<file path="src/hdl/jsb_pkg.sv">
// Shared types and constants of the JTAG scan command builder.
`default_nettype none
package jsb_pkg;

	localparam int MAX_SHIFT_BITS_DEF = 64;
	localparam int PROLOG_MAX         = 14;
	localparam int CHUNK_BITS         = 7;
	localparam int QUEUE_DEPTH        = 2;

	localparam logic [7:0] OP_TMS_WRITE = 8'h4b;
	localparam logic [7:0] OP_TMS_READ  = 8'h6b;
	localparam logic [7:0] OP_BYTES_RW  = 8'h39;
	localparam logic [7:0] OP_BYTES_W   = 8'h19;
	localparam logic [7:0] OP_BITS_RW   = 8'h3b;
	localparam logic [7:0] OP_BITS_W    = 8'h1b;
	localparam logic [7:0] FINAL_BIT_BASE = 8'h03;

	// Classified request, without the data word, which travels beside it.
	typedef struct packed {
		logic [3:0]  pbits;
		logic [13:0] ppat;
		logic [3:0]  nbytes;
		logic [2:0]  nrest;
		logic        fbit_en;
		logic        fbit;
		logic        rd;
		logic [2:0]  ebits;
		logic [6:0]  epat;
		logic [3:0]  reply;
	} jsb_desc_t;

endpackage
`default_nettype wire

</file>
<file path="src/hdl/jtag_scan_command_builder.sv">
// Top level of the JTAG scan command builder.
// A scan request is one transaction on the command port: it is taken at a
// rising edge with start high and busy low, all request fields sampled there.
// The front end clamps and classifies the request into a descriptor and puts
// it in a two-entry queue; busy is high only while that queue is full.
// The byte sequencer pops a descriptor and emits its command stream one byte
// per cycle: strobe marks each byte for exactly one cycle, is_last marks the
// final byte of the request, and reply_count holds the reply byte count of
// the request on every byte. A request of N bytes (at most 25) occupies the
// sequencer for its N bytes plus the idle step in which it pops the descriptor;
// a taken request passes through the queue, the sequencer state and the output
// register before its first byte appears. The sequencer sets the sustained rate.
// A request with no prolog, no data and no epilog is accepted and emits no
// bytes. The receiver has no way to stall; every strobed byte is taken.
// Reset empties the queue and returns the sequencer to idle; no byte is
// strobed until a request is accepted afterwards.
`default_nettype none
module jtag_scan_command_builder #(
	parameter int MAX_SHIFT_BITS = jsb_pkg::MAX_SHIFT_BITS_DEF
) (
	input  wire logic        clk,
	input  wire logic        arst_n,
	input  wire logic        start,
	output logic             busy,
	input  wire logic [3:0]  prolog_bits,
	input  wire logic [13:0] prolog_pattern,
	input  wire logic [6:0]  shift_bits,
	input  wire logic [63:0] shift_data,
	input  wire logic        capture,
	input  wire logic [2:0]  epilog_bits,
	input  wire logic [6:0]  epilog_pattern,
	output logic             strobe,
	output logic [7:0]       cmd_byte,
	output logic             is_last,
	output logic [3:0]       reply_count
);
	import jsb_pkg::*;

	// Data bits that can reach a byte: whole bytes covering the longest shift.
	localparam int DW = ((MAX_SHIFT_BITS + 7) / 8) * 8;
	localparam int QW = $bits(jsb_desc_t) + DW;

	jsb_desc_t     push_desc;
	logic [DW-1:0] push_data;
	logic          push;
	jsb_desc_t     head_desc;
	logic [DW-1:0] head_data;
	logic          pop;
	logic          queue_full;
	logic          queue_empty;

	jsb_front #(
		.MAX_SHIFT_BITS(MAX_SHIFT_BITS),
		.DW(DW)
	) u_front (
		.start(start),
		.busy(busy),
		.prolog_bits(prolog_bits),
		.prolog_pattern(prolog_pattern),
		.shift_bits(shift_bits),
		.shift_data(shift_data),
		.capture(capture),
		.epilog_bits(epilog_bits),
		.epilog_pattern(epilog_pattern),
		.queue_full(queue_full),
		.push(push),
		.desc(push_desc),
		.data(push_data)
	);

	jsb_fifo #(
		.WIDTH(QW),
		.DEPTH(QUEUE_DEPTH)
	) u_fifo (
		.clk(clk),
		.arst_n(arst_n),
		.push(push),
		.wdata({push_desc, push_data}),
		.pop(pop),
		.rdata({head_desc, head_data}),
		.full(queue_full),
		.empty(queue_empty)
	);

	jsb_back #(
		.DW(DW)
	) u_back (
		.clk(clk),
		.arst_n(arst_n),
		.queue_empty(queue_empty),
		.head_desc(head_desc),
		.head_data(head_data),
		.pop(pop),
		.strobe(strobe),
		.cmd_byte(cmd_byte),
		.is_last(is_last),
		.reply_count(reply_count)
	);

endmodule
`default_nettype wire

</file>
<file path="src/hdl/jsb_front.sv">
// Front end: takes a scan request and classifies it into a command descriptor.
`default_nettype none
module jsb_front #(
	parameter int MAX_SHIFT_BITS = 64,
	parameter int DW             = 64
) (
	input  wire logic            start,
	output logic                 busy,
	input  wire logic [3:0]      prolog_bits,
	input  wire logic [13:0]     prolog_pattern,
	input  wire logic [6:0]      shift_bits,
	input  wire logic [63:0]     shift_data,
	input  wire logic            capture,
	input  wire logic [2:0]      epilog_bits,
	input  wire logic [6:0]      epilog_pattern,
	input  wire logic            queue_full,
	output logic                 push,
	output jsb_pkg::jsb_desc_t   desc,
	output logic [DW-1:0]        data
);
	import jsb_pkg::*;

	logic [3:0] pbits_c;
	logic [6:0] sbits_c;
	logic [6:0] body_c;
	logic       fbit_en_c;
	logic       nrest_nz_c;
	logic       empty_c;

	assign busy = queue_full;

	always_comb begin
		pbits_c = (prolog_bits > 4'(PROLOG_MAX)) ? 4'(PROLOG_MAX) : prolog_bits;
		sbits_c = (shift_bits > 7'(MAX_SHIFT_BITS)) ? 7'(MAX_SHIFT_BITS) : shift_bits;
		fbit_en_c = (sbits_c != 7'd0) && (epilog_bits != 3'd0);
		// The final data bit is split off when an epilog follows the shift.
		body_c = fbit_en_c ? (sbits_c - 7'd1) : sbits_c;
		nrest_nz_c = (body_c[2:0] != 3'd0);
		empty_c = (pbits_c == 4'd0) && (sbits_c == 7'd0) && (epilog_bits == 3'd0);

		desc.pbits   = pbits_c;
		desc.ppat    = prolog_pattern;
		desc.nbytes  = body_c[6:3];
		desc.nrest   = body_c[2:0];
		desc.fbit_en = fbit_en_c;
		desc.fbit    = shift_data[body_c[5:0]];
		desc.rd      = capture;
		desc.ebits   = epilog_bits;
		desc.epat    = epilog_pattern;
		desc.reply   = capture ? (body_c[6:3] + 4'(nrest_nz_c) + 4'(fbit_en_c)) : 4'd0;
	end

	assign data = shift_data[DW-1:0];
	assign push = start && !queue_full && !empty_c;

endmodule
`default_nettype wire

</file>
<file path="src/hdl/jsb_fifo.sv">
// Short flip-flop queue between the front end and the byte sequencer.
`default_nettype none
module jsb_fifo #(
	parameter int WIDTH = 8,
	parameter int DEPTH = 2
) (
	input  wire logic             clk,
	input  wire logic             arst_n,
	input  wire logic             push,
	input  wire logic [WIDTH-1:0] wdata,
	input  wire logic             pop,
	output logic [WIDTH-1:0]      rdata,
	output logic                  full,
	output logic                  empty
);
	localparam int AW = (DEPTH > 1) ? $clog2(DEPTH) : 1;
	localparam int CW = $clog2(DEPTH + 1);

	logic [WIDTH-1:0] mem_q [DEPTH];
	logic [AW-1:0]    wr_ptr_q;
	logic [AW-1:0]    rd_ptr_q;
	logic [CW-1:0]    count_q;

	assign full  = (count_q == CW'(DEPTH));
	assign empty = (count_q == '0);
	assign rdata = mem_q[rd_ptr_q];

	always_ff @(posedge clk or negedge arst_n) begin
		if (!arst_n) begin
			wr_ptr_q <= '0;
			rd_ptr_q <= '0;
			count_q  <= '0;
		end else begin
			if (push) begin
				wr_ptr_q <= (wr_ptr_q == AW'(DEPTH - 1)) ? '0 : wr_ptr_q + AW'(1);
			end
			if (pop) begin
				rd_ptr_q <= (rd_ptr_q == AW'(DEPTH - 1)) ? '0 : rd_ptr_q + AW'(1);
			end
			if (push && !pop) begin
				count_q <= count_q + CW'(1);
			end else if (pop && !push) begin
				count_q <= count_q - CW'(1);
			end
		end
	end

	always_ff @(posedge clk) begin
		if (push) begin
			mem_q[wr_ptr_q] <= wdata;
		end
	end

	a_no_overflow: assert property (@(posedge clk) disable iff (!arst_n)
		full |-> !push) else $error("transaction pushed into a full queue");
	a_no_underflow: assert property (@(posedge clk) disable iff (!arst_n)
		empty |-> !pop) else $error("pop from an empty queue");
	a_count_range: assert property (@(posedge clk) disable iff (!arst_n)
		count_q <= CW'(DEPTH)) else $error("queue occupancy out of range");

endmodule
`default_nettype wire

</file>
<file path="src/hdl/jsb_back.sv">
// Back end: walks one command descriptor and emits its bytes, one per cycle.
`default_nettype none
module jsb_back #(
	parameter int DW = 64
) (
	input  wire logic                clk,
	input  wire logic                arst_n,
	input  wire logic                queue_empty,
	input  wire jsb_pkg::jsb_desc_t  head_desc,
	input  wire logic [DW-1:0]       head_data,
	output logic                     pop,
	output logic                     strobe,
	output logic [7:0]               cmd_byte,
	output logic                     is_last,
	output logic [3:0]               reply_count
);
	import jsb_pkg::*;

	typedef enum logic [4:0] {
		ST_IDLE,
		ST_P_OP, ST_P_LEN, ST_P_PAT,
		ST_B_OP, ST_B_LEN, ST_B_ZERO, ST_B_DATA,
		ST_R_OP, ST_R_LEN, ST_R_DATA,
		ST_F_OP, ST_F_LEN, ST_F_DATA,
		ST_E_OP, ST_E_LEN, ST_E_PAT
	} state_t;

	function automatic state_t after_final(jsb_desc_t d);
		return (d.ebits != 3'd0) ? ST_E_OP : ST_IDLE;
	endfunction

	function automatic state_t after_rest(jsb_desc_t d);
		return d.fbit_en ? ST_F_OP : after_final(d);
	endfunction

	function automatic state_t after_bytes(jsb_desc_t d);
		return (d.nrest != 3'd0) ? ST_R_OP : after_rest(d);
	endfunction

	function automatic state_t after_prolog(jsb_desc_t d);
		return (d.nbytes != 4'd0) ? ST_B_OP : after_bytes(d);
	endfunction

	function automatic state_t first_phase(jsb_desc_t d);
		return (d.pbits != 4'd0) ? ST_P_OP : after_prolog(d);
	endfunction

	state_t        state_q;
	state_t        nxt_c;
	jsb_desc_t     desc_q;
	logic [DW-1:0] data_q;
	logic [3:0]    cnt_q;
	logic          chunk_q;
	logic [7:0]    byte_c;

	assign pop = (state_q == ST_IDLE) && !queue_empty;

	always_comb begin
		nxt_c  = state_q;
		byte_c = 8'h00;
		unique case (state_q)
			ST_IDLE: begin
				nxt_c = ST_IDLE;
			end
			ST_P_OP: begin
				byte_c = OP_TMS_WRITE;
				nxt_c  = ST_P_LEN;
			end
			ST_P_LEN: begin
				if (chunk_q) begin
					byte_c = 8'(desc_q.pbits - 4'(CHUNK_BITS + 1));
				end else if (desc_q.pbits <= 4'(CHUNK_BITS)) begin
					byte_c = 8'(desc_q.pbits - 4'd1);
				end else begin
					byte_c = 8'(CHUNK_BITS - 1);
				end
				nxt_c = ST_P_PAT;
			end
			ST_P_PAT: begin
				byte_c = chunk_q ? {1'b0, desc_q.ppat[13:7]} : {1'b0, desc_q.ppat[6:0]};
				// A prolog longer than one chunk goes out as a second TMS command.
				if (!chunk_q && (desc_q.pbits > 4'(CHUNK_BITS))) begin
					nxt_c = ST_P_OP;
				end else begin
					nxt_c = after_prolog(desc_q);
				end
			end
			ST_B_OP: begin
				byte_c = desc_q.rd ? OP_BYTES_RW : OP_BYTES_W;
				nxt_c  = ST_B_LEN;
			end
			ST_B_LEN: begin
				byte_c = 8'(desc_q.nbytes - 4'd1);
				nxt_c  = ST_B_ZERO;
			end
			ST_B_ZERO: begin
				byte_c = 8'h00;
				nxt_c  = ST_B_DATA;
			end
			ST_B_DATA: begin
				byte_c = data_q[7:0];
				nxt_c  = (cnt_q == (desc_q.nbytes - 4'd1)) ? after_bytes(desc_q) : ST_B_DATA;
			end
			ST_R_OP: begin
				byte_c = desc_q.rd ? OP_BITS_RW : OP_BITS_W;
				nxt_c  = ST_R_LEN;
			end
			ST_R_LEN: begin
				byte_c = 8'(desc_q.nrest - 3'd1);
				nxt_c  = ST_R_DATA;
			end
			ST_R_DATA: begin
				byte_c = data_q[7:0];
				nxt_c  = after_rest(desc_q);
			end
			ST_F_OP: begin
				byte_c = desc_q.rd ? OP_TMS_READ : OP_TMS_WRITE;
				nxt_c  = ST_F_LEN;
			end
			ST_F_LEN: begin
				byte_c = 8'h00;
				nxt_c  = ST_F_DATA;
			end
			ST_F_DATA: begin
				byte_c = FINAL_BIT_BASE | {desc_q.fbit, 7'd0};
				nxt_c  = after_final(desc_q);
			end
			ST_E_OP: begin
				byte_c = OP_TMS_WRITE;
				nxt_c  = ST_E_LEN;
			end
			ST_E_LEN: begin
				byte_c = 8'(desc_q.ebits - 3'd1);
				nxt_c  = ST_E_PAT;
			end
			ST_E_PAT: begin
				byte_c = {1'b0, desc_q.epat};
				nxt_c  = ST_IDLE;
			end
			default: begin
				nxt_c = ST_IDLE;
			end
		endcase
	end

	always_ff @(posedge clk or negedge arst_n) begin
		if (!arst_n) begin
			state_q     <= ST_IDLE;
			desc_q      <= '0;
			data_q      <= '0;
			cnt_q       <= '0;
			chunk_q     <= 1'b0;
			strobe      <= 1'b0;
			cmd_byte    <= '0;
			is_last     <= 1'b0;
			reply_count <= '0;
		end else begin
			strobe      <= (state_q != ST_IDLE);
			cmd_byte    <= byte_c;
			is_last     <= (state_q != ST_IDLE) && (nxt_c == ST_IDLE);
			reply_count <= desc_q.reply;
			if (pop) begin
				state_q <= first_phase(head_desc);
				desc_q  <= head_desc;
				data_q  <= head_data;
				cnt_q   <= '0;
				chunk_q <= 1'b0;
			end else begin
				state_q <= nxt_c;
				if (state_q == ST_P_PAT) begin
					chunk_q <= 1'b1;
				end
				if (state_q == ST_B_DATA) begin
					data_q <= data_q >> 8;
					cnt_q  <= cnt_q + 4'd1;
				end
			end
		end
	end

	a_busy_strobes: assert property (@(posedge clk) disable iff (!arst_n)
		(state_q != ST_IDLE) |=> strobe) else $error("sequencer step without a byte");
	a_last_ends: assert property (@(posedge clk) disable iff (!arst_n)
		(strobe && is_last) |-> (state_q == ST_IDLE))
		else $error("last byte marked while the request continues");
	a_more_follows: assert property (@(posedge clk) disable iff (!arst_n)
		(strobe && !is_last) |-> (state_q != ST_IDLE))
		else $error("request ended without a last byte");

endmodule
`default_nettype wire

</file>
<file path="config.mk">
export PLATFORM = sky130hd
export DESIGN_NAME = jtag_scan_command_builder
export DESIGN_NICKNAME = d
export VERILOG_FILES = /design/src/hdl/jsb_pkg.sv /design/src/hdl/jtag_scan_command_builder.sv /design/src/hdl/jsb_front.sv /design/src/hdl/jsb_fifo.sv /design/src/hdl/jsb_back.sv
export SDC_FILE = /design/constraint.sdc
export NUM_CORES = 1
export LEC_CHECK = 0
export ABC_AREA = 0
export BUFFER_PORTS_ARGS = -buffer_cell sky130_fd_sc_hd__buf_2
export CELL_PAD_IN_SITES_DETAIL_PLACEMENT = 0
export CELL_PAD_IN_SITES_GLOBAL_PLACEMENT = 2
export CORE_MARGIN = 3
export CORE_UTILIZATION = 45
export CTS_BUF_LIST = sky130_fd_sc_hd__clkbuf_4
export DETAILED_ROUTE_END_ITERATION = 16
export GPL_TIMING_DRIVEN = 0
export PLACE_DENSITY = 0.93
export SKIP_LAST_GASP = 1
export SLEW_MARGIN = 20
export SYNTH_ARGS = -nofsm -noshare
export SYNTH_HDL_FRONTEND = slang
export SYNTH_SLANG_ARGS = --single-unit
</file>
<file path="constraint.sdc">
create_clock -name clk -period 11.5 [get_ports clk]
set_input_delay 2.3 -clock clk [delete_from_list [all_inputs] [get_ports clk]]
set_output_delay 2.3 -clock clk [all_outputs]
set_load 0.01 [all_outputs]
</file>
==> qor.txt, run 1 <==
Post-synthesis sequential area ratio -> 65.24%
Drt total wl -> 39110 µm
RSZ-0062 raised after global routing -> false
Critical Setup Path Class -> input port to flip-flop
Total power -> 4457 µW
Least-Margin Pin Slew -> 1171 ps
Skew final -> 47.06 ps
Maximum vdd drop -> 0.1120 mV
Crit path max fanout -> 10
Most used DFF post-synth -> edfxtp_1
Drt via density -> 5.484
Area grow syn2layout -> 16.56%
Max-capacitance violation count -> 0
Core Area -> 32120 µm²
Post-Layout Cell Count -> 1941
Post-CTS Setup Inserts -> 0
Gr usage total -> 22.24%
Post-route cell area -> 17360 µm²
Fmax -> 160.5 MHz
Final Hold Slack -> 383.9 ps
Ys Warns -> 0
Worst hold path class -> flip-flop to flip-flop
First-pass GRT wire length -> 60980 µm
Critical Path Sink Type -> flip-flop
# nets final -> 1546
Period utilisation layout -> 54.20%
Cells after DPL -> 1775
Leakage -> 0.006955 µW
Asr flop ratio synth -> 38.73%
Gates resized, CTS repair -> 0
Clk pwr share -> 22.9%
Post-DP Area -> 16230 µm²
Die area -> 35320 µm²
Remaining antenna violation count after routing -> 0
Share of the synthesized area in the top cell type -> 42.73%
Setup tns final -> 0 ps
Power per cell area -> 256.7 nW/µm²
# port buffers -> 116
Num CTS Buffers -> 89
Syn_nets -> 1330
Layout cells sized above 1 -> 19.24%
DR WL/cell -> 20.15 µm
Count of final setup violators -> 0
Clk slew on worst S/H paths -> 70 ps
Min Tclk post-route -> 6232 ps
H-tree Lvls -> 3
Cells on worst reg2reg path -> 11
Post-synth EDFFs -> 212
Pint -> 2824 µW
Post-CTS Hold Fix Bufs -> 0
First-pass iteration count of the detailed router -> 5
Cell variety after synth -> 68
Area contributors post-synth -> edfxtp_1 (43%), dfrtp_1 (23%), mux2i_1 (5.2%), nand2_1 (4.6%), a211oi_1 (2.5%)
CTS tree -> built
I/O pins -> 118
Total grt overflow -> 0
#FFs+latches synth -> 346
Slew margin rel. -> 20.41%
Slew Viols, Final -> 0
Synthesized cell area -> 14900 µm²
Number of global-route vias before repair -> 10870
Initial core utilization -> 46.37%
Power share of the sequential group -> 44.1%
Synthesized area per cell -> 12.26 µm²
Largest net degree at the start of global routing -> 75
Final hold violations -> 0
WP data required -> 11950 ps
Vias -> 10640
Worst EP arrival -> 6680 ps
Psw -> 1633 µW
Worst skew pair latency -> 750 ps
Dpl hpwl -> 27820 µm
DRC viols -> 0
GP Congestion -> 0.8763
Die H -> 187.9 µm
Chip Width -> 187.9 µm
Clock tree sinks -> 346
Num rows -> 65
Max clock buf depth -> 3
Combinational power share -> 32.9%
Cell taking the most area after synthesis -> edfxtp_1
Initial antenna violation count -> 3
Status -> complete, no violations
Cells after Synth -> 1215
Sw frac -> 36.64%
Worst hold path depth -> 0
DRT iter0 DRCs -> 944
Startpoint Class -> input port
Root Buffer Master -> clkbuf_4
[per-stage QoR]
stage | utilization, % | worst slack, ps
after floorplan | - | 2641
after global placement | 49.87 | -549.2
after detailed placement | 50.54 | 4612
after CTS | 54.02 | 5363
after global routing | 54.05 | 5155
final | 54.05 | 5268
[logic make-up (layout without fill, tap and decap cells)]
family,Yosys count,in the layout,synth area share [%]
flops,346,346,65.24
fa+ha+maj,12,12,1.008
simple gates,387,387,12.15
other cells,0,4,0
mux,87,87,6.215
buf+inv,98,385,2.478
xor+xnor,22,22,1.294
compound gates,263,263,11.62
[layout by cell type (no fill, tap or decap), drive strengths merged, types with 51 or more instances in the layout]
master	instances
nor2	57
nand2	182
a211oi	51
dfrtp	134
nor2b	59
buf	129
mux2i	79
a31oi	57
o21ai	75
clkbuf	199
edfxtp	212
[flip-flops by register name (all words and copies together), names as in the netlist, 2 cells and up]
| signal | count |
|---|---|
| u_back.cnt_q | 4 |
| u_back.cmd_byte | 8 |
| u_back.data_q | 64 |
| u_back.reply_count | 4 |
| u_back.desc_q | 42 |
| u_fifo.mem_q | 212 |
| u_fifo.count_q | 2 |
| u_back.state_q | 5 |
[power groups by stage]
stage	logic [µW]	registers [µW]	clock network, µW
global placement	1400	2030	0
floorplan	983	1940	0
CTS	1480	1960	1050
global route	1630	2010	1120
detailed placement	1470	1990	0
finish	1470	1970	1020
[cell usage after synthesis (all sizes together) (2+ instances only)]
cell type	number
mux2	5
clkbuf	66
a221o	11
nand2b	2
edfxtp	212
a21oi	26
o21a	2
buf	4
nand4	11
xnor2	15
a211oi	51
or4b	2
xor2	7
or4	2
and2	5
or3	2
a22oi	3
nand2	182
a32o	2
nor3	13
nor3b	2
and3	4
dfrtp	134
nor4	6
nand3	34
a21o	3
o32ai	3
o21ai	75
o211ai	3
nor2	57
a222oi	2
a221oi	2
o22ai	6
a32oi	4
mux4	3
nor4b	3
ha	12
a31oi	57
mux2i	79
a211o	2
or2	2
inv	27
nor2b	59
[critical path, stage by stage]
cell,delay (ps)
buf_2,140
clkbuf_1,360
nor2b_1,160
inv_1,170
ha_1,310
or4b_4,530
o21ai_4,290
mux2i_2,1010
mux4_1,750
nand2_1,110
nand3_1,110
a32oi_1,280
nand3_1,140
[cell type report]
cell class | count | area [µm²]
multi-input combinational | 771 | 4833
antenna | 4 | 10.01
sequential | 346 | 9719
inverter | 28 | 105.1
timing repair buffer | 125 | 768.2
clock inverter | 29 | 121.4
clock buffer | 133 | 998.5
buffer | 70 | 264.0
tap | 435 | 544.3
fill | 2812 | 14760
[path summary, 6_finish.rpt]
check	from	end	slack (ps)
max	shift_bits[6]	u_fifo.mem_q[1][79]$_DFFE_PP_	5270
min	u_back.desc_q[3]$_DFFE_PN0P_	u_back.reply_count[3]$_DFF_PN0_	380
max reg2reg	u_back.state_q[3]$_DFF_PN0_	u_fifo.count_q[1]$_DFFE_PN0P_	7770
min reg2reg	u_back.desc_q[3]$_DFFE_PN0P_	u_back.reply_count[3]$_DFF_PN0_	380
max in group asynchronous	arst_n	u_back.data_q[25]$_DFFE_PN0P_	9230
min in group asynchronous	arst_n	u_back.data_q[62]$_DFFE_PN0P_	1520
[per-layer routing]
layer | global-route usage (%) | wire length [µm] | vias up
met2 | 34.99 | 18310 | 401
met4 | 6.840 | 740 | 0
met5 | 0 | 0 | -
li1 | - | - | 5010
met3 | 4.973 | 2742 | 68
met1 | 31.09 | 17310 | 5165
(Power assumes the default switching activity.)
==> run 2: changes to the inputs <==
--- a/config.mk
+++ b/config.mk
@@ -5,16 +5,16 @@
 export SDC_FILE = /design/constraint.sdc
 export NUM_CORES = 1
 export LEC_CHECK = 0
-export ABC_AREA = 0
+export ABC_AREA = 1
 export BUFFER_PORTS_ARGS = -buffer_cell sky130_fd_sc_hd__buf_2
 export CELL_PAD_IN_SITES_DETAIL_PLACEMENT = 0
 export CELL_PAD_IN_SITES_GLOBAL_PLACEMENT = 2
 export CORE_MARGIN = 3
-export CORE_UTILIZATION = 45
+export CORE_UTILIZATION = 41
 export CTS_BUF_LIST = sky130_fd_sc_hd__clkbuf_4
 export DETAILED_ROUTE_END_ITERATION = 16
 export GPL_TIMING_DRIVEN = 0
-export PLACE_DENSITY = 0.93
+export PLACE_DENSITY = 0.89
 export SKIP_LAST_GASP = 1
 export SLEW_MARGIN = 20
 export SYNTH_ARGS = -nofsm -noshare
==> constraint.sdc (replaced) <==
create_clock -name clk -period 6.1 [get_ports clk]
set_input_delay 1.22 -clock clk [delete_from_list [all_inputs] [get_ports clk]]
set_output_delay 1.22 -clock clk [all_outputs]
set_load 0.01 [all_outputs]
==> qor.txt, run 2 <==
Most frequent cells in the layout -> nand2_1 (295), edfxtp_1 (212), nor2_1 (193)
Syn_nets -> 1532
Vias -> 11530
RSZ-0062 raised after global routing -> false
Leakage -> 0.007533 µW
Clk pwr share -> 23.7%
Max-capacitance violation count -> 0
Highest routed metal layer -> met4
Area grow syn2layout -> 18.18%
Psw -> 3375 µW
Worst EP arrival -> 4260 ps
Number of global-route vias before repair -> 11370
Clk slew on worst S/H paths -> 60 ps
Critical Path Sink Type -> flip-flop
Met2 WL -> 21390 µm
Least-Margin Pin Slew -> 842.4 ps
Clock tree sinks -> 346
WP data required -> 6590 ps
Area contributors post-synth -> edfxtp_1 (42%), dfrtp_1 (22%), nand2_1 (7.4%), nor2_1 (4.9%), nand3_1 (4.8%)
Root Buffer Master -> clkbuf_4
# nets final -> 1756
Largest net degree at the start of global routing -> 69
First-pass GRT wire length -> 66860 µm
Num CTS Buffers -> 93
Asr flop ratio synth -> 38.73%
Post-DP Area -> 16460 µm²
Status -> complete, no violations
Slew Viols, Final -> 0
Critical path buffer and inverter count -> 2
Worst hold path class -> flip-flop to flip-flop
#FFs+latches synth -> 346
Power per cell area -> 499.7 nW/µm²
Maximum vdd drop -> 0.1891 mV
Drt total wl -> 44210 µm
Worst skew pair latency -> 770 ps
CTS tree -> built
Core Area -> 35830 µm²
Gr usage total -> 22.88%
Most used DFF post-synth -> edfxtp_1
Final core utilization -> 49.42%
Final Hold Slack -> 382.5 ps
Max reg flops -> 212
Period utilisation layout -> 61.86%
Gates resized, CTS repair -> 0
Drt via density -> 5.286
Chip Width -> 197.2 µm
M1 WL -> 18820 µm
Total grt overflow -> 0
Largest registers -> u_fifo.mem_q (212), u_back.data_q (64), u_back.desc_q (42)
Layout cells sized above 1 -> 20.45%
Initial core utilization -> 41.82%
Synthesized area per cell -> 10.57 µm²
Most flop-heavy register -> u_fifo.mem_q
Share of the synthesized area in the top cell type -> 42.49%
Post-CTS Hold Fix Bufs -> 0
Post-route cell area -> 17710 µm²
Most frequent cell after synthesis -> nand2_1
Met3 Wirelength -> 2711 µm
CP Cell Sequence -> buf_2 > nor2_1 > nand3_1 > nand2_2 > nand2_2 > ha_1 > nand2_2 > nor2_4 > nand2_4 > nand2_8 > o21ai_4 > buf_6 > nand3_1 > ha_1 > o21bai_1 > ha_1 > a21oi_1
Num rows -> 69
Cells after Synth -> 1417
Remaining antenna violation count after routing -> 0
Cell taking the most area after synthesis -> edfxtp_1
Final hold violations -> 0
Largest stage delay, worst path -> 490 ps
Combinational power share -> 34.9%
Cells after DPL -> 2007
Cell variety after synth -> 57
DRC viols -> 0
Initial antenna violation count -> 2
Die H -> 197.2 µm
Post-synthesis sequential area ratio -> 64.87%
Startpoint Class -> input port
Post-synth top cells -> nand2_1 (295), edfxtp_1 (212), nor2_1 (195)
Die area -> 38870 µm²
Ys Warns -> 0
DRT iter0 DRCs -> 858
Synthesized cell area -> 14980 µm²
Most common cell after layout, fill and taps aside -> nand2_1
Slew margin rel. -> 43.84%
Fmax -> 265.0 MHz
Count of final setup violators -> 0
CP delay by family, top -> compound AO/OA/AOI/OAI gates
Post-Layout Cell Count -> 2181
Power share of the sequential group -> 41.4%
H-tree Lvls -> 3
Dpl hpwl -> 31370 µm
Total power -> 8848 µW
Post-CTS Setup Inserts -> 0
Pint -> 5473 µW
Min Tclk post-route -> 3773 ps
First-pass iteration count of the detailed router -> 5
Sw frac -> 38.14%
GP Congestion -> 0.8237
DR WL/cell -> 20.27 µm
Critical Setup Path Class -> input port to flip-flop
# port buffers -> 117
I/O pins -> 118
Post-synth EDFFs -> 212
Skew final -> 45.09 ps
Crit path max fanout -> 10
Slowest-stage cell, CP -> o21ai_4
Max clock buf depth -> 3
run 2: through the flow:
| step | setup TNS, ps | setup WS, ps |
|---|---|---|
| finish | 0 | 2327 |
| global route | 0 | 2227 |
| CTS | 0 | 2407 |
| detailed placement | 0 | 1596 |
| global placement | -371960 | -1782 |
| floorplan | 0 | 501.6 |
run 2: cells by family after synthesis:
group                      after synthesis  synth area share [%]
AOI/OAI and AO/OA                      157                 7.649
xor gates and xnor gates                14                0.9938
adders and majority gates               12                 1.002
buffers and inverters                  195                 5.428
DFF                                    346                 64.87
muxes                                    9                0.6013
and+or+nand+nor                        684                 19.46
run 2: layout make-up:
class | instances | area [µm²]
inverters | 125 | 476.7
fillers | 3355 | 18120
clock inverters | 13 | 50.05
clock buffers | 157 | 1179
multi-input cells | 876 | 4471
plain buffers | 70 | 336.6
well taps | 461 | 576.8
flip-flops and latches | 346 | 9719
diodes | 4 | 10.01
repair buffers | 129 | 888.4
run 2: layer usage:
metal  vias to the layer above  global-route usage [%]
li1                       5413                       -
met1                      5651                   30.24
met2                       369                   37.93
met3                        95                   4.776
met4                         0                   7.788
met5                         -                       0
run 2: power groups by stage:
stage | Combinational, µW | Sequential (µW) | Clock (µW)
detailed placement | 3100 | 3700 | 0
global route | 3440 | 3720 | 2290
CTS | 3120 | 3660 | 2160
floorplan | 1950 | 3630 | 0
finish | 3090 | 3660 | 2100
global placement | 2920 | 3750 | 0
run 2: worst paths after layout:
kind | start | endpoint | slack [ps] | cells after the start
max in group asynchronous | arst_n | u_back.cnt_q[1]$_DFFE_PN0P_ | 4910 | 2
worst max-delay path | shift_bits[0] | u_fifo.mem_q[0][66]$_DFFE_PP_ | 2330 | 17
worst min register to register | u_back.desc_q[3]$_DFFE_PN0P_ | u_back.reply_count[3]$_DFF_PN0_ | 380 | 0
worst min-delay path | u_back.desc_q[3]$_DFFE_PN0P_ | u_back.reply_count[3]$_DFF_PN0_ | 380 | 0
min in group asynchronous | arst_n | u_fifo.wr_ptr_q$_DFFE_PN0P_ | 400 | 1
worst max register to register | u_back.state_q[3]$_DFF_PN0_ | u_fifo.count_q[1]$_DFFE_PN0P_ | 3180 | 12
